$ cat config.mk
export PLATFORM = sky130hd
export DESIGN_NAME = link_reconnect_backoff_fsm_unit_flat
export DESIGN_NICKNAME = d
export VERILOG_FILES = /design/src/hw/rtl/lrb_pkg.sv /design/src/hw/rtl/lrb_in_if.sv /design/src/hw/rtl/lrb_out_if.sv /design/src/hw/rtl/link_reconnect_backoff_fsm_unit.sv /design/src/flat_wrapper.sv
export SDC_FILE = /design/constraint.sdc
export NUM_CORES = 1
export LEC_CHECK = 0
export BUFFER_PORTS_ARGS = -buffer_cell sky130_fd_sc_hd__buf_2
export CORE_MARGIN = 3
export CORE_UTILIZATION = 50
export CTS_BUF_LIST = sky130_fd_sc_hd__clkbuf_4 sky130_fd_sc_hd__clkbuf_8
export DETAILED_ROUTE_END_ITERATION = 8
export PLACE_DENSITY = 0.68
export SKIP_LAST_GASP = 1
export SLEW_MARGIN = 25
export SYNTH_ARGS = -nofsm -noshare
export SYNTH_HDL_FRONTEND = slang
export SYNTH_SLANG_ARGS = --single-unit
$ cat constraint.sdc
create_clock -name clk -period 12 [get_ports clk]
set_clock_uncertainty 0.05 [all_clocks]
set_input_delay 1.2 -clock clk [delete_from_list [all_inputs] [get_ports clk]]
set_output_delay 1.2 -clock clk [all_outputs]
set_load 0.02 [all_outputs]
$ cat src/hw/rtl/lrb_pkg.sv
package lrb_pkg;

  localparam int unsigned ACTION_W = 3;
  localparam int unsigned REASON_W = 8;
  localparam int unsigned STATE_W = 3;
  localparam int unsigned DELAY_W = 24;
  localparam int unsigned WINDOW_W = 16;
  localparam int unsigned ATTEMPT_W = 8;
  localparam int unsigned COUNT_W = 32;
  localparam int unsigned MSEC_W = 10;
  localparam int unsigned CFG_INDEX_W = 2;
  localparam int unsigned CFG_DATA_W = 24;

  localparam logic [MSEC_W-1:0] MS_PER_SECOND = 10'd1000;

  localparam logic [DELAY_W-1:0] BASE_DELAY_RESET = 24'd2000;
  localparam logic [DELAY_W-1:0] MAX_DELAY_RESET = 24'd30000;
  localparam logic [DELAY_W-1:0] CONNECT_TIMEOUT_RESET = 24'd10000;
  localparam logic [WINDOW_W-1:0] SPURIOUS_WINDOW_RESET = 16'd500;

  typedef enum logic [ACTION_W-1:0] {
    ACT_TICK       = 3'd0,
    ACT_BEGIN      = 3'd1,
    ACT_ADDRESS    = 3'd2,
    ACT_LINK_LOST  = 3'd3,
    ACT_RECONNECT  = 3'd4,
    ACT_DISCONNECT = 3'd5
  } action_t;

  typedef enum logic [CFG_INDEX_W-1:0] {
    REG_BASE_DELAY      = 2'd0,
    REG_MAX_DELAY       = 2'd1,
    REG_CONNECT_TIMEOUT = 2'd2,
    REG_SPURIOUS_WINDOW = 2'd3
  } cfg_reg_t;

endpackage

$ cat src/hw/rtl/lrb_in_if.sv
interface lrb_in_if import lrb_pkg::*; ();
  logic                valid;
  logic                ready;
  logic [ACTION_W-1:0] action;
  logic [REASON_W-1:0] reason;

  modport source (output valid, output action, output reason, input ready);
  modport sink (input valid, input action, input reason, output ready);
endinterface

$ cat src/hw/rtl/lrb_out_if.sv
interface lrb_out_if import lrb_pkg::*; ();
  logic                 valid;
  logic                 ready;
  logic [STATE_W-1:0]   link_state;
  logic                 start_attempt;
  logic                 drop_link;
  logic [ATTEMPT_W-1:0] retry_attempt;
  logic [COUNT_W-1:0]   retries_done;
  logic [REASON_W-1:0]  last_reason;
  logic [DELAY_W-1:0]   backoff_left_ms;
  logic [COUNT_W-1:0]   connected_seconds;

  modport source (output valid, output link_state, output start_attempt, output drop_link,
                  output retry_attempt, output retries_done, output last_reason,
                  output backoff_left_ms, output connected_seconds, input ready);
  modport sink (input valid, input link_state, input start_attempt, input drop_link,
                input retry_attempt, input retries_done, input last_reason,
                input backoff_left_ms, input connected_seconds, output ready);
endinterface

$ cat src/hw/rtl/link_reconnect_backoff_fsm_unit.sv
// Link connection controller with exponential retry backoff. Each input transfer is either a
// one-millisecond tick or a link event, and produces exactly one result transfer that shows the
// link state after the event, the start and drop pulses, and the retry, reason, backoff and
// uptime counters. The update is combinational from the input handshake to the output
// register, so a transfer is taken every cycle unless the output stalls, and its result shows
// in the cycle after; the output register lets a new transfer in while the last is taken.
// The retry delay is the base delay shifted left by the failed attempt count and limited to the
// maximum delay. Configuration writes take effect on the next transfer and are meant for idle.
module link_reconnect_backoff_fsm_unit import lrb_pkg::*; (
  input  logic                   clk,
  input  logic                   rst,
  input  logic                   cfg_we,
  input  logic [CFG_INDEX_W-1:0] cfg_index,
  input  logic [CFG_DATA_W-1:0]  cfg_data,
  lrb_in_if.sink                 in_ch,
  lrb_out_if.source              out_ch
);

  typedef enum logic [STATE_W-1:0] {
    ST_IDLE         = 3'd0,
    ST_CONNECTING   = 3'd1,
    ST_CONNECTED    = 3'd2,
    ST_RECONNECTING = 3'd3,
    ST_DISCONNECTED = 3'd4
  } state_t;

  localparam logic [ATTEMPT_W-1:0] SHIFT_LIMIT = ATTEMPT_W'(DELAY_W);

  logic [DELAY_W-1:0]   base_delay;
  logic [DELAY_W-1:0]   max_delay;
  logic [DELAY_W-1:0]   connect_timeout;
  logic [WINDOW_W-1:0]  spurious_window;

  state_t               state, state_next;
  logic [DELAY_W-1:0]   elapsed, elapsed_next;
  logic [DELAY_W-1:0]   backoff, backoff_next;
  logic [ATTEMPT_W-1:0] fails, fails_next;
  logic [COUNT_W-1:0]   retries, retries_next;
  logic [REASON_W-1:0]  saved_reason, saved_reason_next;
  logic [MSEC_W-1:0]    msec, msec_next;
  logic [COUNT_W-1:0]   secs, secs_next;
  logic                 start_pulse, drop_pulse;

  logic                 accept;
  action_t              act;
  logic [DELAY_W-1:0]   elapsed_inc;
  logic [ATTEMPT_W-1:0] fails_inc;
  logic [MSEC_W-1:0]    msec_inc;
  logic [2*DELAY_W-1:0] shifted;
  logic [DELAY_W-1:0]   delay;

  assign in_ch.ready = !rst && (!out_ch.valid || out_ch.ready);
  assign accept = in_ch.valid && in_ch.ready;
  assign act = action_t'(in_ch.action);

  assign elapsed_inc = (elapsed != '1) ? elapsed + 1'b1 : elapsed;
  assign fails_inc = (fails != '1) ? fails + 1'b1 : fails;
  assign msec_inc = msec + 1'b1;
  assign shifted = {{DELAY_W{1'b0}}, base_delay} << fails[$clog2(DELAY_W)-1:0];

  always_comb begin
    if (base_delay == '0) begin
      delay = '0;
    end else if (fails >= SHIFT_LIMIT) begin
      delay = max_delay;
    end else if (shifted > {{DELAY_W{1'b0}}, max_delay}) begin
      delay = max_delay;
    end else begin
      delay = shifted[DELAY_W-1:0];
    end
  end

  always_comb begin
    state_next = state;
    elapsed_next = elapsed;
    backoff_next = backoff;
    fails_next = fails;
    retries_next = retries;
    saved_reason_next = saved_reason;
    msec_next = msec;
    secs_next = secs;
    start_pulse = 1'b0;
    drop_pulse = 1'b0;
    unique case (act)
      ACT_TICK: begin
        elapsed_next = elapsed_inc;
        unique case (state)
          ST_CONNECTING: begin
            if (elapsed_inc >= connect_timeout) begin
              backoff_next = delay;
              fails_next = fails_inc;
              state_next = ST_RECONNECTING;
            end
          end
          ST_RECONNECTING: begin
            if (backoff <= DELAY_W'(1)) begin
              retries_next = retries + 1'b1;
              start_pulse = 1'b1;
              elapsed_next = '0;
              backoff_next = '0;
              state_next = ST_CONNECTING;
            end else begin
              backoff_next = backoff - 1'b1;
            end
          end
          ST_CONNECTED: begin
            if (msec_inc >= MS_PER_SECOND) begin
              msec_next = '0;
              secs_next = (secs != '1) ? secs + 1'b1 : secs;
            end else begin
              msec_next = msec_inc;
            end
          end
          default: begin
          end
        endcase
      end
      ACT_BEGIN: begin
        start_pulse = 1'b1;
        elapsed_next = '0;
        backoff_next = '0;
        state_next = ST_CONNECTING;
      end
      ACT_ADDRESS: begin
        if (state == ST_CONNECTING) begin
          fails_next = '0;
          backoff_next = '0;
          msec_next = '0;
          secs_next = '0;
          state_next = ST_CONNECTED;
        end
      end
      ACT_LINK_LOST: begin
        saved_reason_next = in_ch.reason;
        if (elapsed >= {{(DELAY_W-WINDOW_W){1'b0}}, spurious_window}
            && (state == ST_CONNECTED || state == ST_CONNECTING)) begin
          backoff_next = delay;
          fails_next = fails_inc;
          state_next = ST_RECONNECTING;
        end
      end
      ACT_RECONNECT: begin
        fails_next = '0;
        start_pulse = 1'b1;
        elapsed_next = '0;
        backoff_next = '0;
        state_next = ST_CONNECTING;
      end
      ACT_DISCONNECT: begin
        drop_pulse = 1'b1;
        backoff_next = '0;
        state_next = ST_DISCONNECTED;
      end
      default: begin
      end
    endcase
  end

  always_ff @(posedge clk) begin
    if (rst) begin
      base_delay <= BASE_DELAY_RESET;
      max_delay <= MAX_DELAY_RESET;
      connect_timeout <= CONNECT_TIMEOUT_RESET;
      spurious_window <= SPURIOUS_WINDOW_RESET;
    end else if (cfg_we) begin
      unique case (cfg_reg_t'(cfg_index))
        REG_BASE_DELAY:      base_delay <= cfg_data;
        REG_MAX_DELAY:       max_delay <= cfg_data;
        REG_CONNECT_TIMEOUT: connect_timeout <= cfg_data;
        REG_SPURIOUS_WINDOW: spurious_window <= cfg_data[WINDOW_W-1:0];
        default: begin
        end
      endcase
    end
  end

  always_ff @(posedge clk) begin
    if (rst) begin
      state <= ST_IDLE;
      elapsed <= '0;
      backoff <= '0;
      fails <= '0;
      retries <= '0;
      saved_reason <= '0;
      msec <= '0;
      secs <= '0;
      out_ch.valid <= 1'b0;
    end else if (accept) begin
      state <= state_next;
      elapsed <= elapsed_next;
      backoff <= backoff_next;
      fails <= fails_next;
      retries <= retries_next;
      saved_reason <= saved_reason_next;
      msec <= msec_next;
      secs <= secs_next;
      out_ch.valid <= 1'b1;
      out_ch.link_state <= state_next;
      out_ch.start_attempt <= start_pulse;
      out_ch.drop_link <= drop_pulse;
      out_ch.retry_attempt <= fails_next;
      out_ch.retries_done <= retries_next;
      out_ch.last_reason <= saved_reason_next;
      out_ch.backoff_left_ms <= backoff_next;
      out_ch.connected_seconds <= (state_next == ST_CONNECTED) ? secs_next : '0;
    end else if (out_ch.ready) begin
      out_ch.valid <= 1'b0;
    end
  end

endmodule
$ cat src/flat_wrapper.sv
// flat-port wrapper written by rule: the top's interface ports become plain ports
module link_reconnect_backoff_fsm_unit_flat import lrb_pkg::*;
  (clk, rst, cfg_we, cfg_index, cfg_data, in_ch_valid, in_ch_action, in_ch_reason, in_ch_ready, out_ch_valid, out_ch_link_state, out_ch_start_attempt, out_ch_drop_link, out_ch_retry_attempt, out_ch_retries_done, out_ch_last_reason, out_ch_backoff_left_ms, out_ch_connected_seconds, out_ch_ready);
  lrb_in_if in_ch_i ();
  lrb_out_if out_ch_i ();
  input  logic clk;
  input  logic rst;
  input  logic cfg_we;
  input  logic [CFG_INDEX_W-1:0] cfg_index;
  input  logic [CFG_DATA_W-1:0] cfg_data;
  input wire logic [$bits(in_ch_i.valid)-1:0] in_ch_valid;
  input wire logic [$bits(in_ch_i.action)-1:0] in_ch_action;
  input wire logic [$bits(in_ch_i.reason)-1:0] in_ch_reason;
  output wire logic [$bits(in_ch_i.ready)-1:0] in_ch_ready;
  output wire logic [$bits(out_ch_i.valid)-1:0] out_ch_valid;
  output wire logic [$bits(out_ch_i.link_state)-1:0] out_ch_link_state;
  output wire logic [$bits(out_ch_i.start_attempt)-1:0] out_ch_start_attempt;
  output wire logic [$bits(out_ch_i.drop_link)-1:0] out_ch_drop_link;
  output wire logic [$bits(out_ch_i.retry_attempt)-1:0] out_ch_retry_attempt;
  output wire logic [$bits(out_ch_i.retries_done)-1:0] out_ch_retries_done;
  output wire logic [$bits(out_ch_i.last_reason)-1:0] out_ch_last_reason;
  output wire logic [$bits(out_ch_i.backoff_left_ms)-1:0] out_ch_backoff_left_ms;
  output wire logic [$bits(out_ch_i.connected_seconds)-1:0] out_ch_connected_seconds;
  input wire logic [$bits(out_ch_i.ready)-1:0] out_ch_ready;
  assign in_ch_i.valid = in_ch_valid;
  assign in_ch_i.action = in_ch_action;
  assign in_ch_i.reason = in_ch_reason;
  assign in_ch_ready = in_ch_i.ready;
  assign out_ch_valid = out_ch_i.valid;
  assign out_ch_link_state = out_ch_i.link_state;
  assign out_ch_start_attempt = out_ch_i.start_attempt;
  assign out_ch_drop_link = out_ch_i.drop_link;
  assign out_ch_retry_attempt = out_ch_i.retry_attempt;
  assign out_ch_retries_done = out_ch_i.retries_done;
  assign out_ch_last_reason = out_ch_i.last_reason;
  assign out_ch_backoff_left_ms = out_ch_i.backoff_left_ms;
  assign out_ch_connected_seconds = out_ch_i.connected_seconds;
  assign out_ch_i.ready = out_ch_ready;
  link_reconnect_backoff_fsm_unit u_core (.clk(clk), .rst(rst), .cfg_we(cfg_we), .cfg_index(cfg_index), .cfg_data(cfg_data), .in_ch(in_ch_i), .out_ch(out_ch_i));
endmodule
==> After elaboration in Yosys (flattened, before gate mapping) <==
Cells that the tools add are included.
{ "op_classes": {"add_sub_neg": 6, "n_lt_le_gt_ge": 6, "n_eq_ne": 17, "shift": 1, "mux": 44, "n_bitwise": 1, "n_reduce_logical": 22} }
{ "ops": {"columns": ["cell", "n"], "rows": [
  ["2-to-1 mux 24 bit", 10],
  ["2-to-1 mux 32 bit", 7],
  ["one-hot mux 24 bit (2 select lines)", 2],
  ["one-hot mux 24 bit (4 select lines)", 1],
  ["adder 32 x 1 -> 32 bit (second input constant)", 2],
  ["one-hot mux 32 bit (2 select lines)", 1],
  ["greater-than comparator 48 x 24 -> 1 bit", 1],
  ["2-to-1 mux 8 bit", 6],
  ["left shift 24 x 5 -> 48 bit", 1],
  ["!= test 32 bit (second input constant)", 1],
  ["one-hot mux 8 bit (4 select lines)", 1],
  ["2-to-1 mux 10 bit", 3],
  ["adder 24 x 1 -> 24 bit (second input constant)", 1],
  ["greater-or-equal comparator 24 x 16 -> 1 bit", 1],
  ["greater-or-equal comparator 24 bit", 1],
  ["less-or-equal comparator 24 x 1 -> 1 bit (second input constant)", 1],
  ["logical NOT 24 bit", 1],
  ["!= test 24 bit (second input constant)", 1],
  ["subtractor 24 x 1 -> 24 bit (second input constant)", 1],
  ["one-hot mux 10 bit (2 select lines)", 1],
  ["equality test 3 x 2 -> 1 bit (second input constant)", 5],
  ["one-hot mux 3 bit (5 select lines)", 1],
  ["2-to-1 mux 3 bit", 4],
  ["AND reduction 2 bit", 6],
  ["23 further kinds", 37]
]} }
{ "totals": {"register_bits": 339, "output_inout_bits": 111, "wordCells": 118} }

==> Logic depth before layout (Yosys ltp) <==
{ "logic_depth": {"ltp_word": 8, "ltp_mapped": 21, "ltp_nobuf": 17} }

==> Worst setup path after synthesis <==
Ideal clock, no wire load.
{ "synth_timing": {"path_type": "input -> register", "from": "input port out_ch_ready", "to": "register u_core.out_ch.backoff_left_ms[0] (enable)", "setup_time_ps": 516, "arrival_ps": 5114, "required_ps": 11434, "path_slack_ps": 6321, "stages": 6, "n_path_buf": 2, "cell_sequence": "nand2b_1 -> and2_1 -> nand2_1 -> inv_1 -> clkbuf_1 -> clkbuf_1"} }
{ "synth_between": {"elab_chain_len": 4} }
{ "synth_rtl": {"columns": ["element", "line_no", "source"], "rows": [
  ["from (decl)", "flat_wrapper.sv:24", "input wire logic [$bits(out_ch_i.ready)-1:0] out_ch_ready;"],
  ["logical OR 1 bit", "link_reconnect_backoff_fsm_unit.sv:52", "assign in_ch.ready = !rst && (!out_ch.valid || out_ch.ready);"],
  ["logical AND 1 bit", "link_reconnect_backoff_fsm_unit.sv:52", null],
  ["logical AND 1 bit", "link_reconnect_backoff_fsm_unit.sv:53", "assign accept = in_ch.valid && in_ch.ready;"],
  ["AND reduction 2 bit (no line)", null, null],
  ["to (signal assigned)", "link_reconnect_backoff_fsm_unit.sv:204", "out_ch.backoff_left_ms <= backoff_next;"],
  ["to (decl)", "lrb_out_if.sv:15", "output backoff_left_ms, output connected_seconds, input ready);"]
]} }
No other way between the ends.
A chain may end at the register's enable or synchronous reset.

==> Worst setup path in the final report <==
{ "layout_timing": {"from": "register u_core.elapsed[16]", "to": "register u_core.backoff[8]"} }
{ "layout_between": {"elab_chain_len": 6, "word_cells_on_any_way": 10, "cone_classes": "add/sub (1); order compare (2); eq/ne (1); mux (5); reduce/logical (1)"} }
{ "layout_rtl": {"columns": ["element", "line_no", "source"], "rows": [
  ["from (decl)", "link_reconnect_backoff_fsm_unit.sv:35", "logic [DELAY_W-1:0] elapsed, elapsed_next;"],
  ["from (signal assigned)", "link_reconnect_backoff_fsm_unit.sv:190", "elapsed <= elapsed_next;"],
  ["adder 24 x 1 -> 24 bit / != test 24 bit (equally long branches)", "link_reconnect_backoff_fsm_unit.sv:56", "assign elapsed_inc = (elapsed != '1) ? elapsed + 1'b1 : elapsed;"],
  ["2-to-1 mux 24 bit", "link_reconnect_backoff_fsm_unit.sv:56", null],
  ["greater-or-equal comparator 24 bit", "link_reconnect_backoff_fsm_unit.sv:89", "if (elapsed_inc >= connect_timeout) begin"],
  ["2-to-1 mux 24 bit", "link_reconnect_backoff_fsm_unit.sv:89", null],
  ["one-hot mux 24 bit (2 select lines)", "link_reconnect_backoff_fsm_unit.sv:87", "unique case (state)"],
  ["one-hot mux 24 bit (4 select lines) (*)", "link_reconnect_backoff_fsm_unit.sv:84", "unique case (act)"],
  ["to (signal assigned)", "link_reconnect_backoff_fsm_unit.sv:191", "backoff <= backoff_next;"],
  ["to (decl)", "link_reconnect_backoff_fsm_unit.sv:36", "logic [DELAY_W-1:0] backoff, backoff_next;"]
]} }
Mark *: on every way between the ends. The rest lies on a longest branch, timed or not.

==> run metrics <==
status finished clean; fin. max-slew vios 0; initial drt markers 1610; final setup fails 0; leakage power 8.26 nW; Hold Path Class flop to flop; Max Fclk 0.180 GHz; CP Capture Type flop; Final min period 5560 ps; I/O pin count 153; Starting Density 50.7%; TritonCTS buffer count 57; number of synthesized register bits 339; peak supply drop 0.0789 mV; DRC Markers 0; power per cell area 118 mW/mm²; most frequent cells in the layout nand2_1, dfxtp_1, nor2_1, a21oi_1, buf_2; critical path required time 12500 ps; Slew @ Worst Pin 988 ps; first drt pass iteration count 6; kind of critical path flop to flop; mean post-synth cell area 8.66 µm²; CTS Hold Bufs 0; hold path startpoint u_core.saved_reason[3]; die width 204 µm; area grow syn2layout 10.8%; first-pass GRT wire length 87.2 mm; vias in the first global route 16400; number of synthesized flops with an enable pin 109; gr usage total 25.9%; Die H 204 µm; Tcrit/Tclk final 46.3%; clock-pin slew on the worst setup and hold paths 60 ps; Overflow after GRT 0; initial antenna violation count 1; Async SR Flop Fraction 0%; final net count 2464; clk root buf clkbuf_8; Final Hold Slack 402 ps; HPWL after DPL 38.7 mm; Post-Syn Instances 2269; Critical Path Start u_core.elapsed[16]; via count 17600; row cnt 72; CTS H-tree depth 2; crit path max fanout 26; Post-CTS Setup Bufs 0; WL/cell 19.2 µm; sequential area share after synthesis 40.1%; Synth Flop Type dfxtp_1; TritonCTS clock tree built; # Max-Cap Violations 0; final WL 55.9 mm; layout cells sized above 1 15.7%; Pwr Total 2.56 mW; Ant. Diodes 0; Reg-to-Reg Start u_core.elapsed[16]; Clock Latency Late Sink 660 ps; Final Hold Vio Count 0; unrepaired setup endpoints after global routing false; core area 0.0387 mm²; most common cell after layout, fill and taps aside nand2_1; Rel. slew slack 34.1%; CTS max path bufs 3; Vias/cell 6.05; synthesized area 0.0197 mm²; Fin Setup TNS 0 ps; Ys Warns 0; Gates resized, CTS repair 0; I/O Buffers 152; element type at the critical path start flop; Routed Antenna Nets 0; placer congestion estimate 0.965; clock sink total 339; signal arrival time at the worst endpoint 6070 ps; post-synth cell types 89; die area 0.0417 mm²; largest net degree at the start of global routing 83; Syn Nets 2384
state kept, by name (all words and copies together), names as in the netlist, 8 cells and up:
register,cells
u_core.fails,8
u_core.out_ch.last_reason,8
u_core.secs,32
u_core.backoff,24
u_core.base_delay,24
u_core.elapsed,24
u_core.spurious_window,16
u_core.out_ch.connected_seconds,32
u_core.out_ch.retries_done,32
u_core.connect_timeout,24
u_core.msec,10
u_core.out_ch.retry_attempt,8
u_core.out_ch.backoff_left_ms,24
u_core.max_delay,24
u_core.saved_reason,8
u_core.retries,32
where the power goes:
group	internal, mW	total [mW]	switching (mW)
Combinational	0.0728	0.232	0.159
Clock	0.602	1.09	0.492
Sequential	1.21	1.24	0.0240
Total	1.89	2.56	0.675
stage by stage:
step	setup slack, ps	instance area (µm²)	utilization (%)	cells
floorplan	6320	19700	-	2269
global placement	6230	20500	53.0	2808
detailed placement	6180	20600	53.1	2808
CTS	6160	21800	56.2	2914
global route	6050	21800	56.2	2914
finish	6440	21800	56.2	2914
cell usage after synthesis, types with 27 or more instances:
| master | number | area (µm²) |
|---|---|---|
| a21oi_1 | 197 | 986 |
| a311oi_1 | 27 | 236 |
| and3_1 | 37 | 231 |
| clkbuf_1 | 115 | 432 |
| dfxtp_1 | 230 | 4600 |
| edfxtp_1 | 109 | 3270 |
| ha_1 | 73 | 913 |
| inv_1 | 84 | 315 |
| mux2i_1 | 33 | 330 |
| mux4_2 | 32 | 721 |
| nand2_1 | 336 | 1260 |
| nand3_1 | 80 | 400 |
| nand4_1 | 30 | 188 |
| nor2_1 | 199 | 747 |
| nor3_1 | 47 | 235 |
| o211ai_1 | 28 | 210 |
| o21ai_0 | 104 | 521 |
| or3_1 | 35 | 219 |
| xnor2_1 | 44 | 385 |
| xor2_1 | 49 | 429 |
critical path, stage by stage, from the launching register on:
cell,delay (ps)
dfxtp_1,410
and3_1,260
nand4_1,220
nor4_2,740
nor2_1,250
and3_1,270
xor2_1,190
ha_1,280
a21oi_1,120
o21ai_0,120
a221o_1,310
o31a_1,320
nor4_1,270
a211o_1,740
o21a_1,620
o21ai_0,190
o21ai_0,100
final cells by class:
type | count | area, µm²
fillers | 3592 | 17000
multi-input cells | 1691 | 10800
flip-flops and latches | 339 | 7880
repair buffers | 172 | 913
well taps | 518 | 648
clock inverters | 23 | 171
inverters | 88 | 333
clock buffers | 83 | 1040
metal layers:
layer | vias to the layer above | wire length [µm] | global-route usage, %
met4 | 2 | 1760 | 8.97
li1 | 8374 | - | -
met5 | - | 13 | 0
met2 | 756 | 26000 | 42.4
met1 | 8356 | 23700 | 35.0
met3 | 135 | 4380 | 3.97
kinds of logic (layout without fill, tap and decap cells):
logic type	Yosys count	in the layout	synth area share (%)
AND/OR/NAND/NOR	898	898	21.9
buffers and inverters	239	366	5.19
XOR/XNOR	93	93	4.14
adder cells (fa/ha/maj)	73	73	4.65
multiplexers	88	88	6.66
AO/OA/AOI/OAI	539	539	17.4
flip-flops	339	339	40.1
worst paths after layout:
path | to | slack, ps | depth (start not counted)
setup / recovery | u_core.backoff[8] | 6440 | 16
hold / removal | u_core.saved_reason[3] | 400 | 2
setup reg to reg | u_core.backoff[8] | 6440 | 16
hold reg to reg | u_core.saved_reason[3] | 400 | 2
(Power assumes the default switching activity.)
